--- src/design/zlfc_pkg.sv ---
// Shared types, codes and field widths of the long FIR convolver.
`default_nettype none

package zlfc_pkg;

  localparam int unsigned ACTION_W   = 2;
  localparam int unsigned TAP_IDX_W  = 12;
  localparam int unsigned GAIN_W     = 16;
  localparam int unsigned GAIN_FRAC  = 12;
  localparam int unsigned KLEN_W     = 13;
  localparam int unsigned CFG_IDX_W  = 2;
  localparam int unsigned CFG_DATA_W = 16;
  localparam int unsigned DATA_MAX_W = 32;
  localparam int unsigned Q_DEPTH    = 4;

  // input action codes
  localparam logic [ACTION_W-1:0] ACT_SAMPLE = 2'd0;
  localparam logic [ACTION_W-1:0] ACT_TAP    = 2'd1;
  localparam logic [ACTION_W-1:0] ACT_CLEAR  = 2'd2;

  // configuration register indexes
  localparam logic [CFG_IDX_W-1:0] CFG_GAIN = 2'd0;
  localparam logic [CFG_IDX_W-1:0] CFG_KLEN = 2'd1;

  typedef enum logic [1:0] {
    OP_SAMPLE,
    OP_TAP,
    OP_CLEAR
  } zlfc_op_e;

  // data holds the sample or tap value, sign extended
  typedef struct packed {
    zlfc_op_e               op;
    logic [TAP_IDX_W-1:0]   idx;
    logic [DATA_MAX_W-1:0]  data;
  } zlfc_cmd_t;

  typedef struct packed {
    logic      valid;
    zlfc_cmd_t cmd;
  } zlfc_beat_t;

  typedef struct packed {
    logic init_busy;
    logic busy;
  } zlfc_bstat_t;

endpackage

`default_nettype wire

--- src/design/zlfc_front.sv ---
// Front end: accepts input beats, decodes the action and drops no-op beats.
`default_nettype none

module zlfc_front #(
  parameter int MAX_TAPS    = 4096,
  parameter int SAMPLE_BITS = 24
) (
  input  logic                                  in_valid_i,
  output logic                                  in_stall_o,
  input  logic        [zlfc_pkg::ACTION_W-1:0]  action_i,
  input  logic signed [SAMPLE_BITS-1:0]         sample_i,
  input  logic        [zlfc_pkg::TAP_IDX_W-1:0] tap_index_i,
  input  logic signed [SAMPLE_BITS-1:0]         tap_value_i,
  input  logic                                  q_full_i,
  input  zlfc_pkg::zlfc_bstat_t                 bstat_i,
  output zlfc_pkg::zlfc_beat_t                  push_o
);

  logic take;
  logic idx_ok;

  assign in_stall_o = q_full_i | bstat_i.init_busy;
  assign take       = in_valid_i & ~in_stall_o;
  assign idx_ok     = int'(tap_index_i) < MAX_TAPS;

  always_comb begin
    push_o          = '0;
    push_o.cmd.idx  = tap_index_i;
    push_o.cmd.op   = zlfc_pkg::OP_SAMPLE;
    push_o.cmd.data = zlfc_pkg::DATA_MAX_W'(sample_i);
    case (action_i)
      zlfc_pkg::ACT_SAMPLE: begin
        push_o.valid = take;
      end
      zlfc_pkg::ACT_TAP: begin
        push_o.cmd.op   = zlfc_pkg::OP_TAP;
        push_o.cmd.data = zlfc_pkg::DATA_MAX_W'(tap_value_i);
        push_o.valid    = take & idx_ok;   // out-of-range tap writes vanish
      end
      zlfc_pkg::ACT_CLEAR: begin
        push_o.cmd.op = zlfc_pkg::OP_CLEAR;
        push_o.valid  = take;
      end
      default: begin
        push_o.valid = 1'b0;               // unknown action: beat consumed, nothing queued
      end
    endcase
  end

endmodule

`default_nettype wire

--- config.mk ---
export PLATFORM = sky130hd
export DESIGN_NAME = zlfc_front
export DESIGN_NICKNAME = d
export VERILOG_FILES = /design/src/design/zlfc_pkg.sv /design/src/design/zlfc_front.sv
export SDC_FILE = /design/constraint.sdc
export NUM_CORES = 1
export LEC_CHECK = 0
export ABC_AREA = 1
export ABC_CLOCK_PERIOD_IN_PS = 1200
export BUFFER_PORTS_ARGS = -buffer_cell sky130_fd_sc_hd__buf_2
export CAP_MARGIN = 10
export CORE_MARGIN = 5
export CORE_UTILIZATION = 24
export DETAILED_ROUTE_END_ITERATION = 8
export PLACE_DENSITY_LB_ADDON = 0.15
export RECOVER_POWER = 100
export SLEW_MARGIN = 15
export SYNTH_ARGS = -nofsm -noshare
export SYNTH_HDL_FRONTEND = slang
export SYNTH_SLANG_ARGS = --single-unit
export TNS_END_PERCENT = 10
--- constraint.sdc ---
create_clock -name vclk -period 1.2
set_input_delay 0.36 -clock vclk [all_inputs]
set_output_delay 0.36 -clock vclk [all_outputs]
set_load 0.03 [all_outputs]
After elaboration in Yosys (flattened, before gate mapping)
Cells that the tools add are included.
Widths: inputs -> output; s select.

operators by class
  equality and inequality tests = 2
  muxes and demuxes = 3
  bitwise logic cells = 3
  reductions and logical operators = 2

operators by type and width
  kind                number
  $mux 32             1
  $pmux 2 s2          1
  $reduce_or 3->1     1
  $eq 2x1->1 const B  1
  $eq 2x2->1 const B  1
  $logic_not 2->1     1
  $and 1x1->1         1
  $mux 1              1
  $not 1->1           1
  $or 1x1->1          1

word-level totals
  register bits after elaboration = 0
  input bits = 66
  output and inout port bits = 48
  logic and storage cells = 10

Depth between registers and ports, before layout
  depth in word-level cells = 4
  depth in mapped cells = 5
  depth with buffers taken out = 4

Worst setup path before layout
Ideal clock, no wire load.

  path type = input -> output
  start point = input port action_i[0] (netlist bit)
  end point = output port push_o[24] (netlist bit)
  arrival time = 1198 ps
  required time = 840 ps
  path slack = -358 ps
  stages = 5
  path buffers = 2
  cell sequence = buf_6 -> nand2_8 -> nand2_1 -> nand2_1 -> buf_4

RTL lines
  element          line              RTL
  start, declared  zlfc_front.sv:10  input logic [zlfc_pkg::ACTION_W-1:0] action_i,
  end, declared    zlfc_front.sv:16  output zlfc_pkg::zlfc_beat_t push_o

==> impl_metrics.yaml <==
status:
  outcome: "finished, violations left"
  violations: "setup timing"
synthesis:
  syn_area_um2: 602
  synth_cells: 109
  ys_seq_area_frac: 0
  yosys-top-cells-area: "buf_4 (30%), nand2_1 (26%), nand3_1 (20%), nand2_2 (9.4%), buf_6 (3.7%)"
  syn-num-nets: 175
  synth_top_area_share: 0.299
  yosysTopAreaCell: "buf_4"
  synth.distinct_cells: 10
  avgSynthCellArea_um2: 5.52
  yosys_warnings: 0
grt:
  use_met1: 0.140
  track_usage: 0.139
  grt_start_max_net_pins: 14
  grt_use_met3: 0.0173
  grt_use_met2: 0.302
  top_usage_layer: "met2"
  first_global_vias: 909
  antenna_found_initial: 0
  grt-ovfl-total: 0
  grt_pass1_wl_mm: 4.01
hold_path:
  hold_end: "push_o[33]"
  min_path_cells: 0
  worstHoldPathType: "input pin to output pin"
  hp-start: "tap_index_i[1]"
timing:
  post-route-period-util: 1.19
  whs_ns: 0.720
  tightest_slew_ns: 0.147
  min_period_ns: 1.43
  rsz0062_at_grt: "true"
  fmax_ghz: 0.701
  setup_tns_ns: -6.58
  timing.final.setup_violations: 35
  slew_headroom: 0.902
  setup_ws_ns: -0.226
  final-hold-violation-count: 0
  slew_viol_final: 0
cells_and_area:
  final_cell_mix: "buf_2 (51), nand2_2 (32), buf_6 (32)"
  diodes: 0
  fin_util: 0.614
  area_delta_synth_final_pct: 148
  clkbuf_count: 0
  drive_above_1_share: 0.781
  fin_cells: 217
  n_fill_cell: 220
  regArea_um2: 0
  seq_cell_count: 0
  final_nets: 255
  multi_input_area_um2: 561
  final_common_cell: "buf_2"
setup_path:
  worst_ep_arrival_time_ns: 1.07
  path_max_fanout: 10
  critical_path_required_ns: 0.84
  endpoint_kind: "output pin"
  crit_type: "input pin to output pin"
  cp-start-kind: "input pin"
pwr:
  cellLeakagePower_nw: 0.810
  vdd_ir_drop_max_mv: 0.273
  total_power_w: 0.000800
  powerDensity_nw_per_um2: 536
placement:
  io_buffers: 89
  placed_cells: 206
  gp_congestion: 0.650
  dp_hpwl_mm: 1.99
drt:
  dr.first_iter.drc_count: 25
  vias: 976
  wirelength_mm: 2.93
  detail-route-antenna-nets: 0
  drcViolationCount: 0
  wire_per_inst_um: 13.5
  vias_per_cell: 4.50
  drt-pass1-iter-count: 3
die:
  die_h_um: 60.1
  num_rows: 18
  core_area_um2: 2430
  chipWidth_um: 60.1
  die_area_um2: 3610
  io-pin-count: 114
  initial_core_util: 0.247
job:
  cap_violations: 0
==> worst max-delay path, cell delays in order <==
cell and delay (ns):
buf_8 0.11, clkinv_8 0.06, buf_12 0.12, buf_8 0.12
nand3_1 0.08, nand2_2 0.08, buf_6 0.13
==> metal layers <==
metal	wire length, µm	vias to the layer above
met1	930	444
met2	1750	47
met4	0	0
met5	0	-
met3	243	0
li1	-	485
==> power breakdown <==
| part | switching (W) | internal, W |
|---|---|---|
| combinational | 0.000431 | 0.000369 |
| clock | 0 | 0 |
| sequential | 0 | 0 |
==> layout make-up <==
class                      count  area share
inverter                       4      0.0184
tap                           30      0.0251
timing repair buffer         101       0.581
multi-input combinational     82       0.375
==> worst max-delay path by stage <==
stage | from | endpoint | slack (ns)
2_1_floorplan | action_i[0] | push_o[24] | -0.06
6_report | action_i[1] | push_o[7] | -0.23
4_1_cts | action_i[1] | push_o[7] | -0.22
3_5_place_dp | action_i[0] | push_o[7] | -0.31
3_3_place_gp | action_i[0] | push_o[0] | -0.30
5_1_grt | action_i[1] | push_o[7] | -0.26
==> cells in the mapped netlist (all sizes together) <==
master,instances
buf,27
nand3,24
inv,4
nor2,2
nand2,52
==> timing repair <==
| item | in CTS | in global routing |
|---|---|---|
| pin swaps | 7 | 8 |
| setup endpoints to repair | 35 | 36 |
| buffers inserted | 2 | 3 |
| resized for setup | 81 | 13 |
| hold buffers | 0 | 0 |
| cloned | 4 | 2 |
==> cells by family (layout without fill, tap and decap cells) <==
kind of cell,Yosys count,count (layout),synth area share
buffers and inverters,31,105,0.399
and+or+nand+nor,78,82,0.601
==> stage by stage <==
step	setup slack, ns	cell area [µm²]
4_1_cts	-0.217	1390
3_5_place_dp	-0.312	1020
3_3_place_gp	-0.302	1020
5_1_grt	-0.256	1490
6_report	-0.226	1490
2_1_floorplan	-0.0623	732
(Power assumes the default switching activity.)
