## config.mk

```make
export PLATFORM = sky130hd
export DESIGN_NAME = zlfc_cmd_queue
export DESIGN_NICKNAME = d
export VERILOG_FILES = /design/src/design/zlfc_pkg.sv /design/src/design/zlfc_cmd_queue.sv
export SDC_FILE = /design/constraint.sdc
export NUM_CORES = 1
export LEC_CHECK = 0
export ABC_AREA = 1
export BUFFER_PORTS_ARGS = -buffer_cell sky130_fd_sc_hd__buf_2
export CAP_MARGIN = 20
export CORE_MARGIN = 8
export CORE_UTILIZATION = 58
export DETAILED_ROUTE_END_ITERATION = 10
export PLACE_DENSITY = 0.85
export RECOVER_POWER = 50
export SYNTH_ARGS = -nofsm -noshare
export SYNTH_HDL_FRONTEND = slang
export SYNTH_SLANG_ARGS = --single-unit
```

## constraint.sdc

```tcl
create_clock -name clk_i -period 4.4 [get_ports clk_i]
set_clock_uncertainty 0.2 [all_clocks]
set_input_delay 0.22 -clock clk_i [delete_from_list [all_inputs] [get_ports clk_i]]
set_output_delay 0.22 -clock clk_i [all_outputs]
set_load 0.1 [all_outputs]
```

## src/design/zlfc_pkg.sv

```systemverilog
// Shared types, codes and field widths of the long FIR convolver.
`default_nettype none

package zlfc_pkg;

  localparam int unsigned ACTION_W   = 2;
  localparam int unsigned TAP_IDX_W  = 12;
  localparam int unsigned GAIN_W     = 16;
  localparam int unsigned GAIN_FRAC  = 12;
  localparam int unsigned KLEN_W     = 13;
  localparam int unsigned CFG_IDX_W  = 2;
  localparam int unsigned CFG_DATA_W = 16;
  localparam int unsigned DATA_MAX_W = 32;
  localparam int unsigned Q_DEPTH    = 4;

  // input action codes
  localparam logic [ACTION_W-1:0] ACT_SAMPLE = 2'd0;
  localparam logic [ACTION_W-1:0] ACT_TAP    = 2'd1;
  localparam logic [ACTION_W-1:0] ACT_CLEAR  = 2'd2;

  // configuration register indexes
  localparam logic [CFG_IDX_W-1:0] CFG_GAIN = 2'd0;
  localparam logic [CFG_IDX_W-1:0] CFG_KLEN = 2'd1;

  typedef enum logic [1:0] {
    OP_SAMPLE,
    OP_TAP,
    OP_CLEAR
  } zlfc_op_e;

  // data holds the sample or tap value, sign extended
  typedef struct packed {
    zlfc_op_e               op;
    logic [TAP_IDX_W-1:0]   idx;
    logic [DATA_MAX_W-1:0]  data;
  } zlfc_cmd_t;

  typedef struct packed {
    logic      valid;
    zlfc_cmd_t cmd;
  } zlfc_beat_t;

  typedef struct packed {
    logic init_busy;
    logic busy;
  } zlfc_bstat_t;

endpackage

`default_nettype wire

```

## src/design/zlfc_cmd_queue.sv

```systemverilog
// Short command queue between the front and the back end.
`default_nettype none

module zlfc_cmd_queue (
  input  logic                 clk_i,
  input  logic                 rst_ni,
  input  zlfc_pkg::zlfc_beat_t push_i,
  output logic                 full_o,
  input  logic                 pop_i,
  output zlfc_pkg::zlfc_beat_t head_o
);

  localparam int unsigned PTR_W = $clog2(zlfc_pkg::Q_DEPTH);
  localparam int unsigned CNT_W = $clog2(zlfc_pkg::Q_DEPTH + 1);

  zlfc_pkg::zlfc_cmd_t mem_q [zlfc_pkg::Q_DEPTH];
  logic [PTR_W-1:0] wr_ptr_q, wr_ptr_d;
  logic [PTR_W-1:0] rd_ptr_q, rd_ptr_d;
  logic [CNT_W-1:0] cnt_q, cnt_d;
  logic             do_push;
  logic             do_pop;

  assign full_o       = cnt_q == CNT_W'(zlfc_pkg::Q_DEPTH);
  assign head_o.valid = cnt_q != '0;
  assign head_o.cmd   = mem_q[rd_ptr_q];
  assign do_push      = push_i.valid & ~full_o;
  assign do_pop       = pop_i & head_o.valid;

  always_comb begin
    wr_ptr_d = do_push ? PTR_W'(wr_ptr_q + 1'b1) : wr_ptr_q;
    rd_ptr_d = do_pop  ? PTR_W'(rd_ptr_q + 1'b1) : rd_ptr_q;
    cnt_d    = cnt_q;
    if (do_push && !do_pop) begin
      cnt_d = CNT_W'(cnt_q + 1'b1);
    end else if (do_pop && !do_push) begin
      cnt_d = CNT_W'(cnt_q - 1'b1);
    end
  end

  always_ff @(posedge clk_i or negedge rst_ni) begin
    if (!rst_ni) begin
      wr_ptr_q <= '0;
      rd_ptr_q <= '0;
      cnt_q    <= '0;
    end else begin
      wr_ptr_q <= wr_ptr_d;
      rd_ptr_q <= rd_ptr_d;
      cnt_q    <= cnt_d;
    end
  end

  always_ff @(posedge clk_i) begin
    if (do_push) begin
      mem_q[wr_ptr_q] <= push_i.cmd;
    end
  end

endmodule

`default_nettype wire

```

# After elaboration in Yosys (flattened, before gate mapping)
# Memory sizes are Yosys's and may differ from the RTL's.
# Index checks and enable logic that the tools add are counted.
dict set report totals {
  ramBits 184
  word_cells 22
  ff_bits 7
  memories 1
}
dict set report op_classes {
  mux 4
  reduce_logical 6
  n_addsub 4
  bitwise 3
  eq_ne 1
}
# name depth word_bits read_ports rd_clocked_by_memory_dff write_ports line_no
set mem_list {}
lappend mem_list {mem_q 4 46 1 0 1 zlfc_cmd_queue.sv:16} ;# zlfc_pkg::zlfc_cmd_t mem_q [zlfc_pkg::Q_DEPTH];
# cell n
set ops {}
lappend ops {{two-way mux 3 bit} 2}
lappend ops {{adder 2 x 1 -> 2 bit, second input constant} 2}
lappend ops {{adder 3 x 1 -> 3 bit, second input constant} 1}
lappend ops {{== test 3 bit, second input constant} 1}
lappend ops {{nonzero test 3 bit} 1}
lappend ops {{subtractor 3 x 1 -> 3 bit, second input constant} 1}
lappend ops {{AND 1 bit} 2}
lappend ops {{logical AND 1 bit} 2}
lappend ops {{logical NOT 1 bit} 2}
lappend ops {{two-way mux 1 bit} 2}
lappend ops {{nonzero test 2 bit} 1}
lappend ops {{NOT 1 bit} 1}

# Logic depth before layout (Yosys ltp)
dict set report depth {
  word_depth 7
  mapped_depth 12
  ltp_nobuf 12
}

# Worst setup path before layout
# Ideal clock, no wire load.
dict set report synth_path {
  path_type {flip-flop to flip-flop}
  start {register cnt_q[0]}
  end {memory mem_q[0][0] in the netlist's numbering (enable)}
  arrival_time_ns 2.659
  n_path_buf 0
  path_slack_ns 1.091
  stages_incl_launch_ff 5
  setup_time_ns 0.450
  path_cell_list {dfrtp_1 -> inv_1 -> nand3_1 -> nand2_1 -> nor2_1}
}
dict set report synth_via {
  elab_chain_cells 5
}
# item line_no
set synth_lines {}
lappend synth_lines {{from (decl)} zlfc_cmd_queue.sv:19} ;# logic [CNT_W-1:0] cnt_q, cnt_d;
lappend synth_lines {{from (signal assigned)} zlfc_cmd_queue.sv:48} ;# cnt_q <= cnt_d;
lappend synth_lines {{== test 3 bit} zlfc_cmd_queue.sv:23} ;# assign full_o = cnt_q == CNT_W'(zlfc_pkg::Q_DEPTH);
lappend synth_lines {{NOT 1 bit} zlfc_cmd_queue.sv:26} ;# assign do_push = push_i.valid & ~full_o;
lappend synth_lines {{AND 1 bit} zlfc_cmd_queue.sv:26}
lappend synth_lines {{two-way mux 1 bit} zlfc_cmd_queue.sv:53} ;# if (do_push) begin
lappend synth_lines {{two-way mux 1 bit (not written as such)} zlfc_cmd_queue.sv:54} ;# mem_q[wr_ptr_q] <= push_i.cmd;
lappend synth_lines {{to (decl)} zlfc_cmd_queue.sv:16}
# No other way between the ends.

# Worst setup path in the final report
dict set report layout_path {
  start {register cnt_q[0]}
  end {memory mem_q[3][17] in the netlist's numbering (enable)}
}
# The elaborated chain is that of the path after synthesis.

==> implementation parameters <==
Parameter                              Value

Route
  Via count of the routed design    4929
  Antenna viol nets, final    0
  Vias per cell    5.30
  Number of detailed-route iterations in the first pass    5
  Final Routed Wirelength    16.3 mm
  Routed WL per cell    17.5 um
  Initial DRC count    345
  DRC viols    0

Timing
  Setup-failing EPs final    0
  RSZ-0062 raised after global routing    no
  Highest clock frequency the design can meet    0.296 GHz
  Headroom to the max-slew limit    -0.108
  Endpoints failing hold    0
  Crit path time final    3.37 ns
  Pin slew with the least headroom to its limit    1.66 ns
  WHS    0.357 ns
  Final-report max-slew violation count    67
  Setup tns final    0 ns
  Final period util    0.767

Layout
  Utilization after layout    0.708
  Antenna diode count    0
  Commonest non-fill, non-tap cell in the layout    sky130_fd_sc_hd__edfxtp_1
  Area growth, synth to finish    20.2%
  Fraction of layout instances using a drive strength above 1    0.119
  Fill cell count    857
  Commonest cells after routing, fill and taps aside    sky130_fd_sc_hd__edfxtp_1 (184), sky130_fd_sc_hd__nand2_1 (156), sky130_fd_sc_hd__inv_1 (107), sky130_fd_sc_hd__o211ai_1 (92), sky130_fd_sc_hd__dlygate4sd3_1 (50)
  Final net count    797

Setup path
  Data arrival at the endpoint of the critical path    3.25 ns
  Critical path class    reg2reg
  Worst path cell trace    inv_1 -> nand3_1 -> nand2_1 -> nor2_1 -> buf_4
  Delay of the slowest cell on the worst path    1.31 ns
  WP buf/inv    2
  Slowest cell on crit path    sky130_fd_sc_hd__nor2_1
  Gate family responsible for the most delay along the worst path    simple AND/OR/NAND/NOR gates
  Data required, critical path    4.27 ns
  Crit-path max FO    29
  Setup crit start kind    register
  Crit end category    register

Floorplan
  Number of rows created at floorplan    42
  Die outline area    17400 um^2
  Die height    132 um
  Initial core utilization    0.589
  Count of pins on the block boundary    98
  Width of the chip    132 um
  Area of the core    13200 um^2

Synth
  Post-synthesis cell type count    17
  Netlist area before placement    7770 um^2
  #FFs+latches synth    191
  Number of warnings printed during yosys synthesis    0
  Number of nets produced by synthesis    653
  Average cell area after synthesis    13.0 um^2
  Post-synthesis instance total    597
  Register area share after synthesis    0.734

Placement
  Half-perimeter wire length after placement    9.82 mm
  Number of port buffers    97
  Placer congestion estimate    0.739

Global route
  Number of antenna violations at the first check in global routing    0
  First-pass GRT wire length    26.0 mm
  Total gr overflow    0
  Aggregate global-route resource usage    0.191
  Largest net degree at the start of global routing    68
  Number of global-route vias before repair    5121

CTS
  Cell at the root of the clock tree    sky130_fd_sc_hd__clkbuf_16
  Clock input transition at the sequential cells of the worst setup and hold paths    0.06 ns
  Maximum clock insertion buffer count    2
  Worst-Skew Late Latency    0.43 ns
  Number of H-tree levels    4
  Setup bufs post-CTS    0
  Sink Count    191
  Number of buffers added by the clock tree synthesis step    17
  Post-CTS resize count    0
  Cts-stage hold buffer count    50
  TritonCTS clock tree    yes

Run
  Maximum Capacitance Violations    2

Outcome
  Result of the run    finished with violations
  Violated checks    capacitance limit, slew limit

Min path
  Type of the tightest min-delay check    reg2reg
-- routing by layer --
layer,global-route usage,wire [um]
met1,0.213,6500
met3,0.0598,1130
met4,0.0887,395
met2,0.329,8220
met5,0,0
-- cells by family after synthesis --
| group | share of synthesized area |
|---|---|
| flip-flops | 0.734 |
| AO/OA/AOI/OAI | 0.0895 |
| adder cells (fa/ha/maj) | 0.0106 |
| XOR/XNOR | 0.00113 |
| AND/OR/NAND/NOR | 0.0826 |
| buffers and inverters | 0.0826 |
-- final cells by class --
type / count / area (um^2) / share of cell area
multi-input combinational: 268 / 1450 / 0.155
sequential: 191 / 5700 / 0.611
clock buffer: 17 / 425 / 0.0456
clock inverter: 15 / 146 / 0.0157
inverter: 108 / 408 / 0.0437
timing repair buffer: 155 / 986 / 0.106
tap: 176 / 220 / 0.0236
-- worst reg2reg max path, cell delays in order (launching register included) --
cell and delay [ns]:
sky130_fd_sc_hd__dfrtp_1 0.41, sky130_fd_sc_hd__inv_1 0.08, sky130_fd_sc_hd__nand3_1 0.14, sky130_fd_sc_hd__nand2_1 0.28, sky130_fd_sc_hd__nor2_1 1.31, sky130_fd_sc_hd__buf_4 0.58
-- path summary, 6_finish.rpt --
check | from | end | slack [ns] | cells past startpoint
worst min register to register | cnt_q[0] | cnt_q[0] | 0.36 | 1
worst min-delay path | cnt_q[0] | cnt_q[0] | 0.36 | 1
worst max-delay path | cnt_q[0] | mem_q[3][17] | 1.03 | 5
worst max register to register | cnt_q[0] | mem_q[3][17] | 1.03 | 5
max in group asynchronous | rst_ni | rd_ptr_q[1] | 3.15 | 3
min in group asynchronous | rst_ni | cnt_q[1] | 0.56 | 3
-- state kept, by name, summed over array words and instances, names as in the netlist --
signal / count
cnt_q: 3
mem_q: 184
rd_ptr_q: 2
wr_ptr_q: 2
-- Yosys cell counts --
library cell               number  area [um^2]
sky130_fd_sc_hd__inv_1        106          398
sky130_fd_sc_hd__inv_2          2         7.51
sky130_fd_sc_hd__o21ai_0        1         5.00
sky130_fd_sc_hd__xnor2_1        1         8.76
sky130_fd_sc_hd__clkbuf_1       7         26.3
sky130_fd_sc_hd__fa_1           1         20.0
sky130_fd_sc_hd__buf_4          3         22.5
sky130_fd_sc_hd__ha_1           5         62.6
sky130_fd_sc_hd__o211ai_1      92          691
sky130_fd_sc_hd__nand3_1        7         35.0
sky130_fd_sc_hd__nor2_1         4         15.0
sky130_fd_sc_hd__dfrtp_1        7          175
sky130_fd_sc_hd__buf_6         14          158
sky130_fd_sc_hd__edfxtp_1     184         5530
sky130_fd_sc_hd__nand2_1      156          586
sky130_fd_sc_hd__nand4_1        1         6.26
sky130_fd_sc_hd__buf_2          6         30.0
-- through the flow --
stage	worst slack, ns	std cells	instance area [um^2]
after floorplan	1.09	597	7770
after global placement	1.79	848	8330
after detailed placement	1.67	848	8330
after CTS	1.37	930	9410
after global routing	0.849	930	9340
final	1.03	930	9340
Power is not shown: default switching activity piles up to over one toggle a cycle in this logic, so the estimate is an artifact.
